--- src/rtl/mibf_pkg.sv ---
// Shared types and constants of the MAC/IP binding filter.
`timescale 1ns / 1ps

package mibf_pkg;

    // Field widths of the request and result words.
    localparam int unsigned REQ_W      = 2;
    localparam int unsigned LEN_W      = 16;
    localparam int unsigned ETYPE_W    = 16;
    localparam int unsigned MAC_W      = 48;
    localparam int unsigned IP_W       = 32;
    localparam int unsigned PROTO_W    = 8;
    localparam int unsigned IHL_W      = 4;
    localparam int unsigned CAUSE_W    = 4;
    localparam int unsigned S_TDATA_W  = 208;
    localparam int unsigned M_TDATA_W  = 8;

    // One table entry is valid bit, MAC and IP.
    localparam int unsigned ENTRY_W    = 1 + MAC_W + IP_W;

    localparam logic [LEN_W-1:0]   ETH_HDR_BYTES  = 16'd14;
    localparam logic [LEN_W-1:0]   IP_HDR_BYTES   = 16'd20;
    localparam logic [LEN_W-1:0]   TCP_HDR_BYTES  = 16'd20;
    localparam logic [ETYPE_W-1:0] ETHERTYPE_IPV4 = 16'h0800;
    localparam logic [PROTO_W-1:0] PROTO_TCP      = 8'd6;

    typedef enum logic [REQ_W-1:0] {
        REQ_CHECK  = 2'd0,
        REQ_BIND   = 2'd1,
        REQ_UNBIND = 2'd2,
        REQ_RSVD   = 2'd3
    } t_req;

    typedef enum logic [CAUSE_W-1:0] {
        CAUSE_OK        = 4'd0,
        CAUSE_SHORT_ETH = 4'd1,
        CAUSE_NOT_IPV4  = 4'd2,
        CAUSE_SHORT_IP  = 4'd3,
        CAUSE_UNKNOWN   = 4'd4,
        CAUSE_MISMATCH  = 4'd5,
        CAUSE_SHORT_TCP = 4'd6,
        CAUSE_BOUND     = 4'd7,
        CAUSE_FULL      = 4'd8,
        CAUSE_UNBOUND   = 4'd9,
        CAUSE_ABSENT    = 4'd10
    } t_cause;

    typedef enum logic [2:0] {
        ST_CLEAR,
        ST_IDLE,
        ST_SCAN,
        ST_DRAIN,
        ST_FINISH
    } t_state;

    typedef struct packed {
        logic load;
        logic clr_wr;
        logic scan_rd;
        logic finish;
    } t_ctrl_cmd;

    typedef struct packed {
        logic addr_last;
        logic out_busy;
    } t_ctrl_sts;

endpackage

--- src/rtl/mibf_ctrl.sv ---
// Controller: clearing pass, table scan sequencing and result hand-off.
`timescale 1ns / 1ps

module mibf_ctrl (
    input  logic                i_clk,
    input  logic                i_rst_n,
    input  logic                i_s_tvalid,
    output logic                o_s_tready,
    input  logic                i_m_tready,
    input  mibf_pkg::t_ctrl_sts i_sts,
    output mibf_pkg::t_ctrl_cmd o_cmd
);

    mibf_pkg::t_state r_state;
    mibf_pkg::t_state n_state;
    logic             can_finish;

    // The result register frees up in the same cycle it is taken.
    assign can_finish = !i_sts.out_busy || i_m_tready;

    always_ff @(posedge i_clk) begin
        if (!i_rst_n) begin
            r_state <= mibf_pkg::ST_CLEAR;
        end else begin
            r_state <= n_state;
        end
    end

    always_comb begin
        n_state = r_state;
        unique case (r_state)
            mibf_pkg::ST_CLEAR: begin
                if (i_sts.addr_last) begin
                    n_state = mibf_pkg::ST_IDLE;
                end
            end
            mibf_pkg::ST_IDLE: begin
                if (i_s_tvalid) begin
                    n_state = mibf_pkg::ST_SCAN;
                end
            end
            mibf_pkg::ST_SCAN: begin
                if (i_sts.addr_last) begin
                    n_state = mibf_pkg::ST_DRAIN;
                end
            end
            mibf_pkg::ST_DRAIN: begin
                n_state = mibf_pkg::ST_FINISH;
            end
            mibf_pkg::ST_FINISH: begin
                if (can_finish) begin
                    n_state = mibf_pkg::ST_IDLE;
                end
            end
            default: begin
                n_state = mibf_pkg::ST_CLEAR;
            end
        endcase
    end

    always_comb begin
        o_cmd      = '0;
        o_s_tready = 1'b0;
        unique case (r_state)
            mibf_pkg::ST_CLEAR: begin
                o_cmd.clr_wr = 1'b1;
            end
            mibf_pkg::ST_IDLE: begin
                o_s_tready = 1'b1;
                o_cmd.load = i_s_tvalid;
            end
            mibf_pkg::ST_SCAN: begin
                o_cmd.scan_rd = 1'b1;
            end
            mibf_pkg::ST_DRAIN: begin
                o_cmd = '0;
            end
            mibf_pkg::ST_FINISH: begin
                o_cmd.finish = can_finish;
            end
            default: begin
                o_cmd = '0;
            end
        endcase
    end

endmodule

--- config.mk ---
export PLATFORM = sky130hd
export DESIGN_NAME = mibf_ctrl
export DESIGN_NICKNAME = d
export VERILOG_FILES = /design/src/rtl/mibf_pkg.sv /design/src/rtl/mibf_ctrl.sv
export SDC_FILE = /design/constraint.sdc
export NUM_CORES = 1
export LEC_CHECK = 0
export ABC_AREA = 1
export CORE_AREA = 2 2 39 41
export CTS_CLUSTER_DIAMETER = 30
export DETAILED_ROUTE_END_ITERATION = 10
export DIE_AREA = 0 0 41 43
export DONT_BUFFER_PORTS = 1
export SETUP_SLACK_MARGIN = 0.02
export SLEW_MARGIN = 20
export SYNTH_ARGS = -nofsm -noshare
export SYNTH_HDL_FRONTEND = slang
export SYNTH_SLANG_ARGS = --single-unit
--- constraint.sdc ---
create_clock -name i_clk -period 1.2 [get_ports i_clk]
set_input_delay 0.18 -clock i_clk [delete_from_list [all_inputs] [get_ports i_clk]]
set_output_delay 0.18 -clock i_clk [all_outputs]
set_load 0.01 [all_outputs]
==> results of run 1 <==
## layer usage
| metal | vias to the layer above | track usage | routed length, µm |
|---|---|---|---|
| met4 | 0 | 0.08000 | 7 |
| met1 | 93 | 0.04473 | 148 |
| li1 | 116 | - | - |
| met5 | - | 0 | 0 |
| met2 | 3 | 0.1125 | 286 |
| met3 | 2 | 0.04188 | 34 |
## what timing repair did
action | CTS | global route
endpoints found under the setup margin | 3 | 4
gates cloned | 0 | 0
gates resized for setup | 5 | 6
pin swaps | 1 | 4
buffers inserted | 0 | 1
## how the worst max path moves through the flow
stage	from	to	slack, ns	cells after the start
after CTS	r_state[1]	o_cmd[0]	0.01	3
after detailed placement	r_state[0]	o_cmd[3]	0.14	4
final	r_state[0]	o_cmd[0]	0.06	3
after floorplan	r_state[0]	o_cmd[3]	0.22	4
after global placement	r_state[0]	r_state[0]	0.16	7
after global routing	r_state[0]	o_cmd[0]	0.02	3
## Yosys cell counts (all sizes together)
cell,instances,area (µm²)
clkinv,1,16.27
nor2,10,45.05
dfxtp,3,60.06
nand3,3,30.03
nor3,1,5.000
a21oi,1,5.000
inv,6,22.52
nand2,10,40.04
a21boi,1,7.510
## final cells by class
class | count | area share
multi-input cells | 26 | 0.4940
flip-flops and latches | 3 | 0.2112
inverters | 7 | 0.1235
clock buffers | 4 | 0.08367
well taps | 16 | 0.06375
repair buffers | 1 | 0.02390
## critical path: cells and delay by family, from the launching register on
kind          cells  cell delay [ns]
flops             1             0.35
simple gates      3             0.39
## power by group through the flow
stage | registers (mW) | clock network [mW] | logic (mW)
floorplan | 0.137 | 0 | 0.131
finish | 0.150 | 0.176 | 0.178
CTS | 0.143 | 0.184 | 0.162
detailed placement | 0.142 | 0 | 0.151
global placement | 0.142 | 0 | 0.148
global route | 0.152 | 0.192 | 0.200
## stage by stage
stage / power, mW / instance area [µm²] / hold WS (ns) / utilization
6_report: 0.5039 / 314.1 / 0.07787 / 0.2269
5_1_grt: 0.5435 / 314.1 / 0.07391 / 0.2269
4_1_cts: 0.4894 / 291.5 / 0.07537 / 0.2107
3_5_place_dp: 0.2929 / 251.5 / 0.3303 / 0.1817
3_3_place_gp: 0.2893 / 251.5 / 0.3191 / 0.1817
2_1_floorplan: 0.2686 / 231.5 / 0.3147 / -
## cell families (layout without fill, tap and decap cells)
kind of cell | Yosys count | count (layout) | synth area share
DFF | 3 | 3 | 0.2595
AOI/OAI and AO/OA | 2 | 2 | 0.05405
and+or+nand+nor | 24 | 24 | 0.5189
buffers and inverters | 7 | 12 | 0.1676
==> metrics.txt, run 1 <==
commonest cells after routing, fill and taps aside nand2_1 (8), nor2_2 (5), inv_1 (4); Worst EP arrival 0.96 ns; sequential share of the synthesized area 0.2595; Worst setup SP type flop; Yosys reg bits 3; Max-Cap Viols 0; CP max stage delay 0.35 ns; die area 1763 µm²; PortBufs 0; P_sw 0.1919 mW; Flop pwr share 0.297; fraction of layout cells with a size suffix above 1 0.5366; Req. time, crit path 1.02 ns; ANT cells 0; Layout Cells excl Fill 57; Routed WL 476 µm; terminus of the critical flop-to-flop path r_state[1]; Post-Route Setup TNS 0 ns; cells after synthesis 36; Syn Std Cell Area 231.5 µm²; TritonCTS Buffers 3; worst hold path cell count 2; drt pass-1 iters 1; Worst R2R Setup Slack 0.18 ns; commonest non-fill, non-tap cell in the layout nand2_1; initial DRC count 0; area occupied by multi-input gates 155.1 µm²; Clock Power Share 0.350; clock insertion delay at the later pin of the skew report 0.23 ns; htree depth 1; die width 41 µm; Placeable Area 1384 µm²; io pins 11; total grt overflow 0; final hold violation count 0; worst r2r src r_state[0]; CTS Hold Bufs 0; Layout area overhead 35.68%; CP endpoint kind output port; Max VDD drop 0.0003555 V; Antenna Nets Post-Route 0; gpl congestion 0.6567; Clock Tree Root clkbuf_4; slowest CP cell dfxtp_4; Pleak 0.1475 nW; fillers 161; Post-route DRC 0; Netlist cell types 12; Largest regs r_state: 3 flops; status finished clean; critical path cell sequence nor2_2, nand2_1, nor2_2; Biggest register r_state; first-pass GRT wire length 745 µm; Sw Ratio 0.3809; most used cell, CP nor2_2; post-DP HPWL 398.6 µm; Setup CP Type reg2out; vias per cell 3.754; max_slew headroom 0.7368; Pint 0.3119 mW; RSZ-0062 raised after global routing no; Fmax 873.4 MHz; Final Setup Violations 0; Max Slew Vio Count 0; placed cell count 52; CTS max path bufs 2; maximum number of pins on one net before global-route repair 7; dpl ws 0.1385 ns; via count 214; PwrDens 1604 nW/µm²; final net count 48; Largest register FFs 3; clock tree sinks 3; crit path max fanout 5; DR WL/cell 8.351 µm; net count after synthesis 42; worst hold path class in2reg; Worst Skew 0.0002512 ns; Starting Density 0.1673; Logic pwr share 0.353; Reg clk slew, reported paths 0.04 ns; YS warnings 0; register area 66.31 µm²; initial antenna violation count 0; vias in the first global route 212; Register-to-Register Path Depth 7; CTS tree built; worst slew pin tran 0.3917 ns; final worst-path setup slack 0.05502 ns; Rows 14; Tmin final 1.145 ns; fin crit share 0.9542; average size of a mapped cell 6.430 µm²; WHS Endpoint r_state[0]; chip height 43 µm; gr usage total 0.07014; hold_sp i_rst_n
No activity file was read; power rests on OpenSTA's default activity.
==> run 2, diff against run 1 <==
Settings changed: ABC_AREA 1 to 0, RECOVER_POWER set to 25.
==> run 2 against run 1 <==
Compared with the run above:
- sequential share of layout area is 3.9 points higher
- clock-buffer cell count stayed put
- die area stayed put
- final area is 12% lower
- hold slack worse by 0.00055 ns
- clock power hardly changed
- register-to-register slack worse by 0.03 ns
- sequential power is 22% lower
==> metrics.txt, run 2 <==
Layout Cells excl Fill 42 (was 57); WHS Endpoint r_state[0] (unchanged); synth cell count leaders dfxtp_1 (3), nor3b_1 (3), buf_4 (2), nor3_1 (2) (was nand2_1 (9), nor2_1 (7), inv_1 (4)); Post-Route Setup TNS 0 ns (unchanged); P_sw 0.08194 mW (was 0.1919 mW); CP delay by family, top flip-flops (was simple AND/OR/NAND/NOR gates); Routed WL 458 µm (was 476 µm); cells after synthesis 22 (was 36); Max-Cap Viols 0 (unchanged); final net count 33 (was 48); DR WL/cell 10.90 µm (was 8.351 µm); vias in the first global route 169 (was 212); sequential share of the synthesized area 0.2963 (was 0.2595); Largest regs r_state: 3 flops (unchanged); fin crit share 0.9617 (was 0.9542); via count 177 (was 214); Biggest register r_state (unchanged); Synth top area share 0.2963 (was 0.2595); Starting Density 0.1465 (was 0.1673); Logic pwr share 0.133 (was 0.353); Antenna Nets Post-Route 0 (unchanged); worst slew pin tran 0.2695 ns (was 0.3917 ns); critical path cell sequence nor3b_1, buf_4 (was nor2_2, nand2_1, nor2_2); Worst EP arrival 0.97 ns (was 0.96 ns); Max VDD drop 0.0002695 V (was 0.0003555 V); clock insertion delay at the later pin of the skew report 0.23 ns (about the same); ys flop type dfxtp_1 (unchanged); slowest CP cell dfxtp_2 (was dfxtp_4); final worst-path setup slack 0.04599 ns (was 0.05502 ns); Worst R2R Setup Slack 0.15 ns (was 0.18 ns); Layout area overhead 35.80% (was 35.68%); Netlist cell types 16 (was 12); max_slew headroom 0.8178 (was 0.7368); Post-route DRC 0 (unchanged); hold_sp i_rst_n (unchanged); Pleak 0.09869 nW (was 0.1475 nW); post-DP HPWL 344.5 µm (was 398.6 µm); CTS Hold Bufs 0 (unchanged); Flop pwr share 0.347 (was 0.297); hold_ws 0.07731 ns (was 0.07787 ns); PortBufs 0 (unchanged); die width 41 µm (unchanged); number of gates resized after cts 4 (was 5); Layout Utilization 0.1989 (was 0.2269); Pint 0.2557 mW (was 0.3119 mW); TritonCTS Buffers 3 (unchanged); maximum number of pins on one net before global-route repair 11 (was 7); terminus of the critical flop-to-flop path r_state[0] (was r_state[1]); average size of a mapped cell 9.213 µm² (was 6.430 µm²); Syn Std Cell Area 202.7 µm² (was 231.5 µm²); Reg clk slew, reported paths 0.04 ns (about the same); net count after synthesis 28 (was 42); Sw Ratio 0.2427 (was 0.3809); placed cell count 38 (was 52); worst r2r src r_state[1] (was r_state[0]); fraction of layout cells with a size suffix above 1 0.6154 (was 0.5366); YS warnings 0 (unchanged); clock tree sinks 3 (unchanged); Post-synth EDFFs 0 (unchanged); Buf/Inv on CP 1 (was 0); status finished clean (unchanged); Clock Power Share 0.520 (was 0.350); Max Slew Vio Count 0 (unchanged); worst hold path class in2reg (unchanged); Worst setup SP type flop (unchanged); FFs w/ async S/R, synth 0 (unchanged); initial DRC count 0 (unchanged); first-pass GRT wire length 696 µm (was 745 µm); Rows 14 (unchanged); worst hold path cell count 1 (was 2); Fmax 866.5 MHz (was 873.4 MHz); Final Setup Violations 0 (unchanged); chip height 43 µm (unchanged); Clock Tree Root clkbuf_4 (unchanged); final hold violation count 0 (unchanged); commonest cells after routing, fill and taps aside clkbuf_4 (3), buf_4 (3) (was nand2_1 (8), nor2_2 (5), inv_1 (4)); Req. time, crit path 1.02 ns (about the same); Register-to-Register Path Depth 3 (was 7); CP endpoint kind output port (unchanged); Setup CP Type reg2out (unchanged); total grt overflow 0 (unchanged); Overall Power 0.3376 mW (was 0.5039 mW); Final Cell Area 275.3 µm² (was 314.1 µm²); Placeable Area 1384 µm² (unchanged); gpl congestion 0.6577 (was 0.6567); CTS tree built (unchanged); Worst Skew 0.003158 ns (was 0.0002512 ns); htree depth 1 (unchanged); gr usage total 0.06313 (was 0.07014); CP max stage delay 0.37 ns (was 0.35 ns); initial antenna violation count 0 (unchanged); vias per cell 4.214 (was 3.754); area of placed instances 225.2 µm² (was 251.5 µm²); Synth area leader dfxtp_1 (unchanged); CTS max path bufs 2 (unchanged); drt pass-1 iters 1 (unchanged); crit path max fanout 10 (was 5); Area contributors post-synth dfxtp_1 (30%), nor3b_1 (11%), buf_4 (7.4%), and3b_4 (6.2%), nor3b_2 (6.2%) (was dfxtp_1 (26%), nand2_1 (15%), nand3_2 (13%), nor2_1 (11%), nor2_2 (8.1%)); setup bufs post-CTS 0 (unchanged); dpl ws 0.04341 ns (was 0.1385 ns); Tmin final 1.154 ns (was 1.145 ns); ANT cells 0 (unchanged); PwrDens 1227 nW/µm² (was 1604 nW/µm²); io pins 11 (unchanged); Yosys reg bits 3 (unchanged); die area 1763 µm² (unchanged); Largest register FFs 3 (unchanged); RSZ-0062 raised after global routing yes (was no)
==> run 2: cell types whose count changed after synthesis, moves of 3 or more <==
cell | before | now
nor3b_1 | 0 | 3
inv_1 | 4 | 0
nand2_1 | 9 | 1
nand3_2 | 3 | 0
nor2_1 | 7 | 0
==> run 2: worst max-delay path by stage <==
stage / cells after the start / slack (ns) / startpoint / end
finish: 2 / 0.05 / r_state[2] / o_cmd[1]
global route: 2 / 0.007 / r_state[2] / o_cmd[1]
CTS: 3 / 0.02 / r_state[0] / o_cmd[3]
detailed placement: 3 / 0.04 / r_state[1] / r_state[0]
global placement: 3 / 0.08 / r_state[1] / r_state[0]
floorplan: 4 / 0.16 / r_state[1] / r_state[0]
==> run 2: final cells by class <==
cell class / count / area (µm²)
Clock buffer: 4 / 26.28
Fill cell: 159 / 1109
Multi-Input combinational cell: 16 / 137.6
Sequential cell: 3 / 68.82
Tap cell: 16 / 20.02
Timing Repair Buffer: 3 / 22.52
==> run 2: worst register-to-register path: cells and delay by family, from the launching register on <==
kind | cells | cell delay, ns
flip-flops | 1 | 0.39
AO/OA/AOI/OAI | 1 | 0.30
AND/OR/NAND/NOR | 2 | 0.25
==> run 2: logic make-up (layout without fill, tap and decap cells) <==
logic type	after synthesis	after routing	share of synthesized area
and+or+nand+nor	13	13	0.4691
AOI/OAI and AO/OA	2	2	0.08027
muxes	1	1	0.05555
buffers and inverters	3	7	0.09872
DFF	3	3	0.2963
==> run 2: power by group through the flow <==
| stage | clock network [mW] | registers (mW) | logic, mW |
|---|---|---|---|
| 2_1_floorplan | 0 | 0.108 | 0.0450 |
| 3_3_place_gp | 0 | 0.117 | 0.0432 |
| 3_5_place_dp | 0 | 0.118 | 0.0434 |
| 4_1_cts | 0.187 | 0.117 | 0.0438 |
| 5_1_grt | 0.195 | 0.118 | 0.0487 |
| 6_report | 0.176 | 0.117 | 0.0448 |
==> run 2: layer usage <==
layer / GRT usage / share of wire / wire length, µm
met5: 0 / 0 / 0
met4: 0.08000 / 0.033 / 15
met3: 0.04712 / 0.11 / 52
met2: 0.06250 / 0.42 / 194
met1: 0.07029 / 0.43 / 196
